==> config.mk <==
export PLATFORM = sky130hd
export DESIGN_NAME = led_blink_pattern_sequencer
export DESIGN_NICKNAME = d
export VERILOG_FILES = /design/src/hdl/lbps_pkg.sv /design/src/hdl/lbps_ram.sv /design/src/hdl/led_blink_pattern_sequencer.sv
export VERILOG_INCLUDE_DIRS = /design/src /design/src/hdl
export SDC_FILE = /design/constraint.sdc
export NUM_CORES = 2
export LEC_CHECK = 0
export BUFFER_PORTS_ARGS = -buffer_cell sky130_fd_sc_hd__buf_2
export CAP_MARGIN = 40
export CORE_MARGIN = 1.5
export CORE_UTILIZATION = 57
export CTS_CLUSTER_SIZE = 14
export DETAILED_ROUTE_END_ITERATION = 7
export PLACE_DENSITY = 0.76
export SLEW_MARGIN = 20
export SYNTH_ARGS = -nofsm -noshare
export SYNTH_HDL_FRONTEND = slang
export SYNTH_SLANG_ARGS = --single-unit
export TNS_END_PERCENT = 10
==> constraint.sdc <==
create_clock -name clock -period 4 [get_ports clock]
set_input_delay 0.2 -clock clock [delete_from_list [all_inputs] [get_ports clock]]
set_output_delay 0.2 -clock clock [all_outputs]
set_load 0.01 [all_outputs]
==> src/hdl/led_blink_pattern_sequencer_defines.svh <==
// Assertion macros for the blink sequencer. Clock and reset are the
// module's own clock and reset signals.
`ifndef LED_BLINK_PATTERN_SEQUENCER_DEFINES_SVH
`define LED_BLINK_PATTERN_SEQUENCER_DEFINES_SVH

`ifndef ASSERT_OFF
// cond must hold at every edge out of reset
`define LBPS_ASSERT(label, cond, msg) \
   label: assert property (@(posedge clock) disable iff (reset) (cond)) else $error(msg);
// trigger at one edge implies cons at the next edge
`define LBPS_ASSERT_NEXT(label, trig, cons, msg) \
   label: assert property (@(posedge clock) disable iff (reset) (trig) |=> (cons)) \
      else $error(msg);
`else
`define LBPS_ASSERT(label, cond, msg)
`define LBPS_ASSERT_NEXT(label, trig, cons, msg)
`endif

`endif

==> src/hdl/lbps_pkg.sv <==
package lbps_pkg;

   localparam int PATTERN_COUNT     = 16;
   localparam int SLOTS_PER_PATTERN = 16;

   localparam int PAT_W       = (PATTERN_COUNT > 1) ? $clog2(PATTERN_COUNT) : 1;
   localparam int SLOT_W      = $clog2(SLOTS_PER_PATTERN);
   localparam int SLOT_ADDR_W = $clog2(PATTERN_COUNT * SLOTS_PER_PATTERN);

   localparam int NUM_W   = 5;
   localparam int IDX_W   = 4;
   localparam int BYTE_W  = 8;
   localparam int CNT_W   = 12;
   localparam int ROUND_W = 8;
   localparam int PRIO_W  = 2;
   localparam int HDR_W   = 12;

   localparam logic [CNT_W-1:0]  GAP_TICKS  = CNT_W'(5);
   localparam logic [CNT_W-1:0]  TICK_SCALE = CNT_W'(10);
   localparam logic [PRIO_W-1:0] PRIO_SAVE  = PRIO_W'(1);
   localparam logic [PRIO_W-1:0] PRIO_LOCK  = PRIO_W'(2);

   typedef enum logic [1:0] {
      MODE_TICK,
      MODE_START,
      MODE_WR_HDR,
      MODE_WR_SLOT
   } mode_type;

   typedef struct packed {
      logic                green;
      logic                red;
      logic [ROUND_W-1:0]  rep_total;
      logic [PRIO_W-1:0]   prio;
   } hdr_type;

   typedef struct packed {
      logic             red;
      logic             green;
      logic [NUM_W-1:0] running;
      logic             saved;
   } rsp_type;

   function automatic logic num_ok(logic [NUM_W-1:0] num);
      return (num != '0) && ({2'b00, num} <= 7'(PATTERN_COUNT));
   endfunction

   function automatic logic idx_ok(logic [IDX_W-1:0] idx);
      return {5'd0, idx} < 9'(SLOTS_PER_PATTERN);
   endfunction

   // pattern number 1..N to memory row
   function automatic logic [PAT_W-1:0] pat_row(logic [NUM_W-1:0] num);
      logic [NUM_W-1:0] row;
      row = num - NUM_W'(1);
      return PAT_W'(row);
   endfunction

   function automatic logic [SLOT_ADDR_W-1:0] slot_addr(logic [PAT_W-1:0]  row,
                                                        logic [SLOT_W-1:0] pos);
      return SLOT_ADDR_W'(row) * SLOT_ADDR_W'(SLOTS_PER_PATTERN) + SLOT_ADDR_W'(pos);
   endfunction

   // length byte, limited to the last slot
   function automatic logic [SLOT_W-1:0] clamp_len(logic [BYTE_W-1:0] len);
      if ({1'b0, len} > 9'(SLOTS_PER_PATTERN - 1)) begin
         return SLOT_W'(SLOTS_PER_PATTERN - 1);
      end
      return SLOT_W'(len);
   endfunction

endpackage

==> src/hdl/lbps_ram.sv <==
module lbps_ram #(
   parameter int WIDTH = 8,
   parameter int DEPTH = 16,
   localparam int AW   = (DEPTH > 1) ? $clog2(DEPTH) : 1
) (
   input  logic             clock,
   input  logic             wr_en,
   input  logic [AW-1:0]    wr_addr,
   input  logic [WIDTH-1:0] wr_data,
   input  logic             rd_en,
   input  logic [AW-1:0]    rd_addr,
   output logic [WIDTH-1:0] rd_data
);

   logic [WIDTH-1:0] mem_ff [DEPTH];
   logic [WIDTH-1:0] rd_data_ff;

   always_ff @(posedge clock) begin
      if (wr_en) begin
         mem_ff[wr_addr] <= wr_data;
      end
      if (rd_en) begin
         rd_data_ff <= mem_ff[rd_addr];
      end
   end

   assign rd_data = rd_data_ff;

endmodule

==> src/hdl/led_blink_pattern_sequencer.sv <==
// Two-LED blink pattern sequencer.
// req_ channel: one item per transfer. mode selects tick, start pattern,
//   write header or write slot byte. Every item gives exactly one rsp_
//   transfer with the LED levels, running pattern and save flag after it.
// csr_ channel: one-bit table_ready, always accepted; write only while idle.
// Throughput: one item per cycle while req_ready is high; each result is
//   registered in the output queue. Pattern headers and slot bytes live
//   in two RAMs with registered reads; the header and length of the
//   running and the saved pattern are cached in flops, and the single slot
//   read of a step (the next duration) is forwarded to the following item.
// Results go through a two-entry output queue: req_ready stays high while
//   a result waits and drops only when two results are pending on a stalled
//   receiver.
// Reset: idle, LEDs off, no saved pattern, table_ready cleared. The pattern
//   RAMs are not cleared; software loads them before setting table_ready.
module led_blink_pattern_sequencer (
   input  logic                          clock,
   input  logic                          reset,
   input  logic                          req_valid,
   output logic                          req_ready,
   input  logic [1:0]                    req_mode,
   input  logic [lbps_pkg::NUM_W-1:0]    req_pattern_number,
   input  logic [lbps_pkg::IDX_W-1:0]    req_slot_index,
   input  logic [lbps_pkg::BYTE_W-1:0]   req_slot_value,
   input  logic [lbps_pkg::PRIO_W-1:0]   req_priority_level,
   input  logic [lbps_pkg::ROUND_W-1:0]  req_repeat_total,
   input  logic                          req_red_enable,
   input  logic                          req_green_enable,
   output logic                          rsp_valid,
   input  logic                          rsp_ready,
   output logic                          rsp_red_led,
   output logic                          rsp_green_led,
   output logic [lbps_pkg::NUM_W-1:0]    rsp_running_pattern,
   output logic                          rsp_pattern_saved,
   input  logic                          csr_valid,
   output logic                          csr_ready,
   input  logic                          csr_table_ready
);

   import lbps_pkg::*;

`include "led_blink_pattern_sequencer_defines.svh"

   // ---------------------------------------------------------------------
   // State
   // ---------------------------------------------------------------------
   logic                table_ready_ff;
   logic [NUM_W-1:0]    active_ff,      active_in;
   logic [SLOT_W-1:0]   pos_ff,         pos_in;
   logic [ROUND_W-1:0]  round_ff,       round_in;
   logic [NUM_W-1:0]    saved_ff,       saved_in;
   logic [SLOT_W-1:0]   saved_pos_ff,   saved_pos_in;
   logic [ROUND_W-1:0]  saved_round_ff, saved_round_in;
   logic [CNT_W-1:0]    cnt_ff,         cnt_in;
   logic                red_ff,         red_in;
   logic                green_ff,       green_in;
   // cnt_pend: countdown is the slot RAM read data times ten
   logic                cnt_pend_ff,    cnt_pend_in;
   // ld_pend: header/length cache loads from RAM read data (after a start)
   logic                ld_pend_ff,     ld_pend_in;
   hdr_type             hdr_ff,         hdr_in;
   logic [SLOT_W-1:0]   len_ff,         len_in;
   hdr_type             saved_hdr_ff,   saved_hdr_in;
   logic [SLOT_W-1:0]   saved_len_ff,   saved_len_in;

   // output queue
   rsp_type             q0_ff, q0_in;
   rsp_type             q1_ff, q1_in;
   logic [1:0]          q_cnt_ff, q_cnt_in;

   // RAM ports
   logic                    hdr_wr_en, hdr_rd_en;
   logic [PAT_W-1:0]        hdr_wr_addr, hdr_rd_addr;
   logic [HDR_W-1:0]        hdr_rd_data;
   logic                    slot_wr_en, slot_rd_en;
   logic [SLOT_ADDR_W-1:0]  slot_wr_addr, slot_rd_addr;
   logic [BYTE_W-1:0]       slot_rd_data;

   // item decode
   logic                item;
   logic                pop;
   mode_type            mode;
   logic                nok;
   logic [PAT_W-1:0]    req_row;
   hdr_type             wr_hdr;

   // current values with pending RAM data folded in
   hdr_type             cur_hdr;
   logic [SLOT_W-1:0]   cur_len;
   logic [CNT_W-1:0]    cur_cnt;
   logic [SLOT_W-1:0]   pos_next;
   logic                locked;
   rsp_type             new_rsp;

   assign item      = req_valid && req_ready;
   assign pop       = rsp_valid && rsp_ready;
   assign mode      = mode_type'(req_mode);
   assign nok       = num_ok(req_pattern_number);
   assign req_row   = pat_row(req_pattern_number);
   assign wr_hdr    = '{green:     req_green_enable,
                        red:       req_red_enable,
                        rep_total: req_repeat_total,
                        prio:      req_priority_level};

   assign cur_hdr   = ld_pend_ff ? hdr_type'(hdr_rd_data) : hdr_ff;
   assign cur_len   = ld_pend_ff ? clamp_len(slot_rd_data) : len_ff;
   assign cur_cnt   = cnt_pend_ff ? CNT_W'(slot_rd_data) * TICK_SCALE : cnt_ff;
   assign pos_next  = pos_ff + SLOT_W'(1);
   assign locked    = (active_ff != '0) && (cur_hdr.prio == PRIO_LOCK);

   // RAM write side comes straight from the item
   assign hdr_wr_en    = item && (mode == MODE_WR_HDR) && nok;
   assign hdr_wr_addr  = req_row;
   assign slot_wr_en   = item && (mode == MODE_WR_SLOT) && nok && idx_ok(req_slot_index);
   assign slot_wr_addr = slot_addr(req_row, SLOT_W'(req_slot_index));

   // ---------------------------------------------------------------------
   // Next state: pending RAM data resolves every cycle, then the item acts
   // ---------------------------------------------------------------------
   always_comb begin
      active_in      = active_ff;
      pos_in         = pos_ff;
      round_in       = round_ff;
      saved_in       = saved_ff;
      saved_pos_in   = saved_pos_ff;
      saved_round_in = saved_round_ff;
      cnt_in         = cur_cnt;
      red_in         = red_ff;
      green_in       = green_ff;
      hdr_in         = cur_hdr;
      len_in         = cur_len;
      saved_hdr_in   = saved_hdr_ff;
      saved_len_in   = saved_len_ff;
      cnt_pend_in    = 1'b0;
      ld_pend_in     = 1'b0;
      hdr_rd_en      = 1'b0;
      hdr_rd_addr    = req_row;
      slot_rd_en     = 1'b0;
      slot_rd_addr   = slot_addr(pat_row(active_ff), pos_next);

      if (item) begin
         unique case (mode)
            MODE_TICK: begin
               if (active_ff != '0) begin
                  if (cur_cnt != '0) begin
                     cnt_in = cur_cnt - CNT_W'(1);
                  end else if (pos_ff >= cur_len) begin
                     // end of round
                     priority if ((cur_hdr.rep_total == '0) ||
                                  (cur_hdr.rep_total > round_ff)) begin
                        round_in = round_ff + ROUND_W'(1);
                        pos_in   = '0;
                     end else if (saved_ff != '0) begin
                        active_in      = saved_ff;
                        pos_in         = saved_pos_ff;
                        round_in       = saved_round_ff;
                        hdr_in         = saved_hdr_ff;
                        len_in         = saved_len_ff;
                        saved_in       = '0;
                        saved_pos_in   = '0;
                        saved_round_in = '0;
                     end else begin
                        active_in = '0;
                     end
                  end else begin
                     // next slot: fetch its duration
                     pos_in      = pos_next;
                     slot_rd_en  = 1'b1;
                     cnt_pend_in = 1'b1;
                     if (pos_next[0]) begin
                        red_in   = red_ff   | cur_hdr.red;
                        green_in = green_ff | cur_hdr.green;
                     end else begin
                        red_in   = 1'b0;
                        green_in = 1'b0;
                     end
                  end
               end
            end
            MODE_START: begin
               if (table_ready_ff && nok && !locked) begin
                  if ((active_ff != '0) && (cur_hdr.prio == PRIO_SAVE)) begin
                     saved_in       = active_ff;
                     saved_pos_in   = pos_ff;
                     saved_round_in = round_ff;
                     saved_hdr_in   = cur_hdr;
                     saved_len_in   = cur_len;
                  end
                  active_in    = req_pattern_number;
                  pos_in       = '0;
                  round_in     = ROUND_W'(1);
                  red_in       = 1'b0;
                  green_in     = 1'b0;
                  cnt_in       = GAP_TICKS;
                  hdr_rd_en    = 1'b1;
                  slot_rd_en   = 1'b1;
                  slot_rd_addr = slot_addr(req_row, '0);
                  ld_pend_in   = 1'b1;
               end
            end
            MODE_WR_HDR: begin
               // keep the caches coherent with the header RAM
               if (nok && (active_ff == req_pattern_number)) begin
                  hdr_in = wr_hdr;
               end
               if (nok && (saved_ff == req_pattern_number)) begin
                  saved_hdr_in = wr_hdr;
               end
            end
            MODE_WR_SLOT: begin
               if (slot_wr_en && (req_slot_index == '0)) begin
                  if (active_ff == req_pattern_number) begin
                     len_in = clamp_len(req_slot_value);
                  end
                  if (saved_ff == req_pattern_number) begin
                     saved_len_in = clamp_len(req_slot_value);
                  end
               end
            end
            default: begin
            end
         endcase
      end
   end

   // ---------------------------------------------------------------------
   // Output queue: two entries, head in q0
   // ---------------------------------------------------------------------
   assign new_rsp = '{red:     red_in,
                      green:   green_in,
                      running: active_in,
                      saved:   (saved_in != '0)};

   always_comb begin
      q0_in    = q0_ff;
      q1_in    = q1_ff;
      q_cnt_in = q_cnt_ff;
      priority if (pop && item) begin
         if (q_cnt_ff == 2'd1) begin
            q0_in = new_rsp;
         end else begin
            q0_in = q1_ff;
            q1_in = new_rsp;
         end
      end else if (pop) begin
         q0_in    = q1_ff;
         q_cnt_in = q_cnt_ff - 2'd1;
      end else if (item) begin
         if (q_cnt_ff == 2'd0) begin
            q0_in = new_rsp;
         end else begin
            q1_in = new_rsp;
         end
         q_cnt_in = q_cnt_ff + 2'd1;
      end
   end

   assign req_ready           = (q_cnt_ff != 2'd2);
   assign rsp_valid           = (q_cnt_ff != 2'd0);
   assign rsp_red_led         = q0_ff.red;
   assign rsp_green_led       = q0_ff.green;
   assign rsp_running_pattern = q0_ff.running;
   assign rsp_pattern_saved   = q0_ff.saved;
   assign csr_ready           = 1'b1;

   // ---------------------------------------------------------------------
   // Registers
   // ---------------------------------------------------------------------
   always_ff @(posedge clock) begin
      if (reset) begin
         table_ready_ff <= 1'b0;
         active_ff      <= '0;
         pos_ff         <= '0;
         round_ff       <= '0;
         saved_ff       <= '0;
         saved_pos_ff   <= '0;
         saved_round_ff <= '0;
         cnt_ff         <= '0;
         red_ff         <= 1'b0;
         green_ff       <= 1'b0;
         cnt_pend_ff    <= 1'b0;
         ld_pend_ff     <= 1'b0;
         q_cnt_ff       <= 2'd0;
      end else begin
         if (csr_valid && csr_ready) begin
            table_ready_ff <= csr_table_ready;
         end
         active_ff      <= active_in;
         pos_ff         <= pos_in;
         round_ff       <= round_in;
         saved_ff       <= saved_in;
         saved_pos_ff   <= saved_pos_in;
         saved_round_ff <= saved_round_in;
         cnt_ff         <= cnt_in;
         red_ff         <= red_in;
         green_ff       <= green_in;
         cnt_pend_ff    <= cnt_pend_in;
         ld_pend_ff     <= ld_pend_in;
         q_cnt_ff       <= q_cnt_in;
      end
   end

   // caches and queue payload
   always_ff @(posedge clock) begin
      hdr_ff       <= hdr_in;
      len_ff       <= len_in;
      saved_hdr_ff <= saved_hdr_in;
      saved_len_ff <= saved_len_in;
      q0_ff        <= q0_in;
      q1_ff        <= q1_in;
   end

   // ---------------------------------------------------------------------
   // Pattern memories
   // ---------------------------------------------------------------------
   lbps_ram #(
      .WIDTH (HDR_W),
      .DEPTH (PATTERN_COUNT)
   ) u_hdr_ram (
      .clock   (clock),
      .wr_en   (hdr_wr_en),
      .wr_addr (hdr_wr_addr),
      .wr_data (HDR_W'(wr_hdr)),
      .rd_en   (hdr_rd_en),
      .rd_addr (hdr_rd_addr),
      .rd_data (hdr_rd_data)
   );

   lbps_ram #(
      .WIDTH (BYTE_W),
      .DEPTH (PATTERN_COUNT * SLOTS_PER_PATTERN)
   ) u_slot_ram (
      .clock   (clock),
      .wr_en   (slot_wr_en),
      .wr_addr (slot_wr_addr),
      .wr_data (req_slot_value),
      .rd_en   (slot_rd_en),
      .rd_addr (slot_rd_addr),
      .rd_data (slot_rd_data)
   );

   // ---------------------------------------------------------------------
   // Assertions
   // ---------------------------------------------------------------------
   // slot read data is shared: a length load and a duration load never overlap
   `LBPS_ASSERT(a_pend_excl, !(ld_pend_ff && cnt_pend_ff), "slot read data claimed twice")
   // a saved pattern only exists under a running one
   `LBPS_ASSERT(a_saved_active, (saved_ff == '0) || (active_ff != '0), "saved without active")
   // a duration fetch belongs to a running pattern
   `LBPS_ASSERT(a_pend_active, !cnt_pend_ff || (active_ff != '0), "duration fetch while idle")
   // start is ignored until the table is marked ready
   `LBPS_ASSERT_NEXT(a_start_gate, item && (mode == MODE_START) && !table_ready_ff,
      $stable(active_ff) && $stable(saved_ff), "start taken without table_ready")

endmodule

==> results.cfg <==
[routing]
vias = 65572
totalWireLength_um = 305000
drtPass1Iterations = 8
dr.first_iter.drc_count = 10570
wl_met1_um = 110000
drc_errors = 0
drtAntennaViolNets = 0
top_layer_used = met5
avgViaCountPerCell = 6.80
wl_met3_um = 40100
routed-wl-met2_um = 138000
wl_per_cell_um = 31.6

[worst_setup_path]
cp_slowest_cell = or4b_4
cpLargestDelayFamily = compound AO/OA/AOI/OAI gates
crit_path_max_incr_delay_ns = 0.50
worst_ep_required_time_ns = 4.71
crit_chain = inv_2 -> ha_2 -> or4b_4 -> buf_6 -> o21a_4 -> o31ai_4 -> buf_6 -> buf_12 -> buf_4 -> buf_4 -> nand2_1 -> a21oi_1 -> o32ai_1 -> buf_4 -> a22oi_1 -> nand4_1 -> a21oi_4
crit_path_end_kind = register
crit_path_max_fanout = 9
crit_type = register to register
worstReg2RegStart = active_ff[0]
cp_num_buf_inv = 7
crit_top_cell = buf_4
cp.arrival_ns = 4.76
start_kind = register
setup.worst_path.start = active_ff[0]

[clock_network]
clk_pin_slew_ns = 0.07
cts_buffer_depth = 3
htree_num_levels = 4
insertion_delay_ns = 0.89
cts_tree = built
clkSinkCount = 2361
cts-buffers-inserted = 226
cts_root_buf = clkbuf_16

[synth]
async_flop_share_pct = 0
synthesis.area_mm2 = 0.0969
ys_ff_latch = 2361
synth_edf_count = 2292
avgSynthCellArea_um2 = 14.5
ys_seq_area_share_pct = 72.4
synth_nets = 6750
netlist-cell-type-count = 94
syn_inst = 6672
yosys_most_used_dff = edfxtp_1
yosys_warnings = 0

[placement]
gp_congestion = 0.971
place_ws_ns = -0.630
dp_hpwl_um = 188000
dp.cells = 9155
numPortBuffers = 46
placed_area_mm2 = 0.105

[final_layout]
final_core_util_pct = 67.1
nets = 7311
design_area_mm2 = 0.114
multi_input_area_mm2 = 0.0254
fin_cells = 9644
drive_gt1_share_pct = 20.1
final_common_cell = edfxtp_1
area_growth_pct = 17.1
n_fill_cell = 11186
regArea_mm2 = 0.0702
most-common-layout-cells = edfxtp_1, nand2_1, buf_4, nor2_1, o21ai_0

[global_route]
grt_pass1_vias = 62476
overflow = 0
grt_max_degree = 166
grt_pass1_wl_um = 435000
antenna_found_initial = 8
grt_use_total_pct = 34.7

[sta]
period_needed_ns = 4.06
worstMarginPinSlew_ns = 1.12
layout_worst_path_cycle_share_pct = 101
holdWs_ns = 0.0644
slew_headroom_pct = 25.6
setup-violations-final = 6
rsz0062_at_grt = true
tns_ns = -0.180
setup_ws_ns = -0.0574
final_hold_viol_count = 0
fin_worst_skew_ns = 0.0413
fmax_mhz = 246
report.final.slew_viol_count = 0

[floorplan]
core_region_area_mm2 = 0.169
dieArea_mm2 = 0.173
start_util_pct = 57.3
die_x_um = 415
num_rows = 151
die_y_um = 415
ios = 48

[power]
power_density_mw_per_mm2 = 468
power_mw = 53.2
p_leak_nw = 36.9
peakVddDrop_mv = 0.419

[min_path]
hp-start = req_slot_index[1]
min_path_type = primary input to register

[outcome]
outcome = finished, violations left
violations = negative setup slack

[run]
cap_violations = 0
[path summary, 6_finish.rpt]
kind                                end  slack (ns)  depth (start not counted)
setup reg to reg  u_slot_ram.rd_data[2]       -0.06                         17
hold / removal          saved_len_ff[0]        0.06                          4
hold reg to reg       saved_round_ff[5]        0.48                          2
setup / recovery  u_slot_ram.rd_data[2]       -0.06                         17
[what timing repair did]
| action | in CTS | in global routing |
|---|---|---|
| hold buffers | 26 | 0 |
| pin swaps | 17 | 38 |
| cloned | 4 | 5 |
| buffers inserted | 15 | 14 |
| endpoints found under the hold margin | 632 | 0 |
| setup endpoints to repair | 42 | 68 |
| resized for setup | 44 | 97 |
[Yosys cell counts (all sizes together), types with 46 or more instances]
cell / instances / share of area [%]
edfxtp: 2292 / 71
nand2: 676 / 2.6
nor2: 490 / 1.9
o21ai: 427 / 2.2
a21oi: 422 / 2.2
clkbuf: 345 / 1.3
mux2i: 295 / 3.1
mux2: 187 / 2.2
buf: 146 / 0.69
o311ai: 79 / 0.71
nor3: 74 / 0.38
a31oi: 73 / 0.48
o211ai: 73 / 0.57
nand3: 72 / 0.38
a32oi: 70 / 0.63
dfxtp: 69 / 1.4
o221ai: 61 / 0.55
o311a: 60 / 0.62
a22oi: 56 / 0.43
mux4: 56 / 1.3
o22ai: 48 / 0.31
o32ai: 46 / 0.42
[power breakdown]
group | switching, mW | internal [mW] | leakage, nW | total (mW)
combinational | 2.85 | 1.54 | 12.1 | 4.39
clock | 9.46 | 11.9 | 3.57 | 21.4
sequential | 0.0732 | 27.3 | 21.2 | 27.4
total | 12.4 | 40.8 | 36.9 | 53.2
[tightest hold or removal path, cell delays in order]
cell     delay (ns)
buf_2          0.17
nor3b_1        0.10
a32oi_1        0.17
nor2_1         0.13
[cells by family (layout without fill, tap and decap cells)]
group                    count (synthesis)  count (layout)  synth area share [%]
AO/OA/AOI/OAI                         1682            1683                  11.5
XOR/XNOR                                33              33                 0.306
adder cells (fa/ha/maj)                 43              43                 0.558
buffers and inverters                  530            1276                  2.17
flip-flops                            2361            2361                  72.4
multiplexers                           538             538                  6.52
other                                    1               8               0.00387
AND/OR/NAND/NOR                       1484            1484                  6.48
[area by class of cell]
class	count	area share, %
timing repair buffer	823	6.68
clock buffer	273	5.20
antenna	7	0.0154
clock inverter	141	1.27
tap	2218	2.44
sequential	2361	61.9
multi-input combinational	3782	22.4
inverter	39	0.136
[metal layers]
metal,track usage (%),vias up
met5,0,-
met4,17.5,8
met3,9.02,884
met2,52.6,4970
met1,46.7,32453
li1,-,27257
[flip-flops by register name, summed over array words and instances, names as in the netlist, 5 cells and up]
signal,count
q1_ff,8
cnt_ff,12
saved_hdr_ff,12
u_hdr_ram.mem_ff,192
u_slot_ram.mem_ff,2048
round_ff,8
u_hdr_ram.rd_data,12
u_slot_ram.rd_data,8
hdr_ff,12
rsp_running_pattern,5
saved_round_ff,8
saved_ff,5
active_ff,5
No activity file was read; power rests on OpenSTA's default activity.
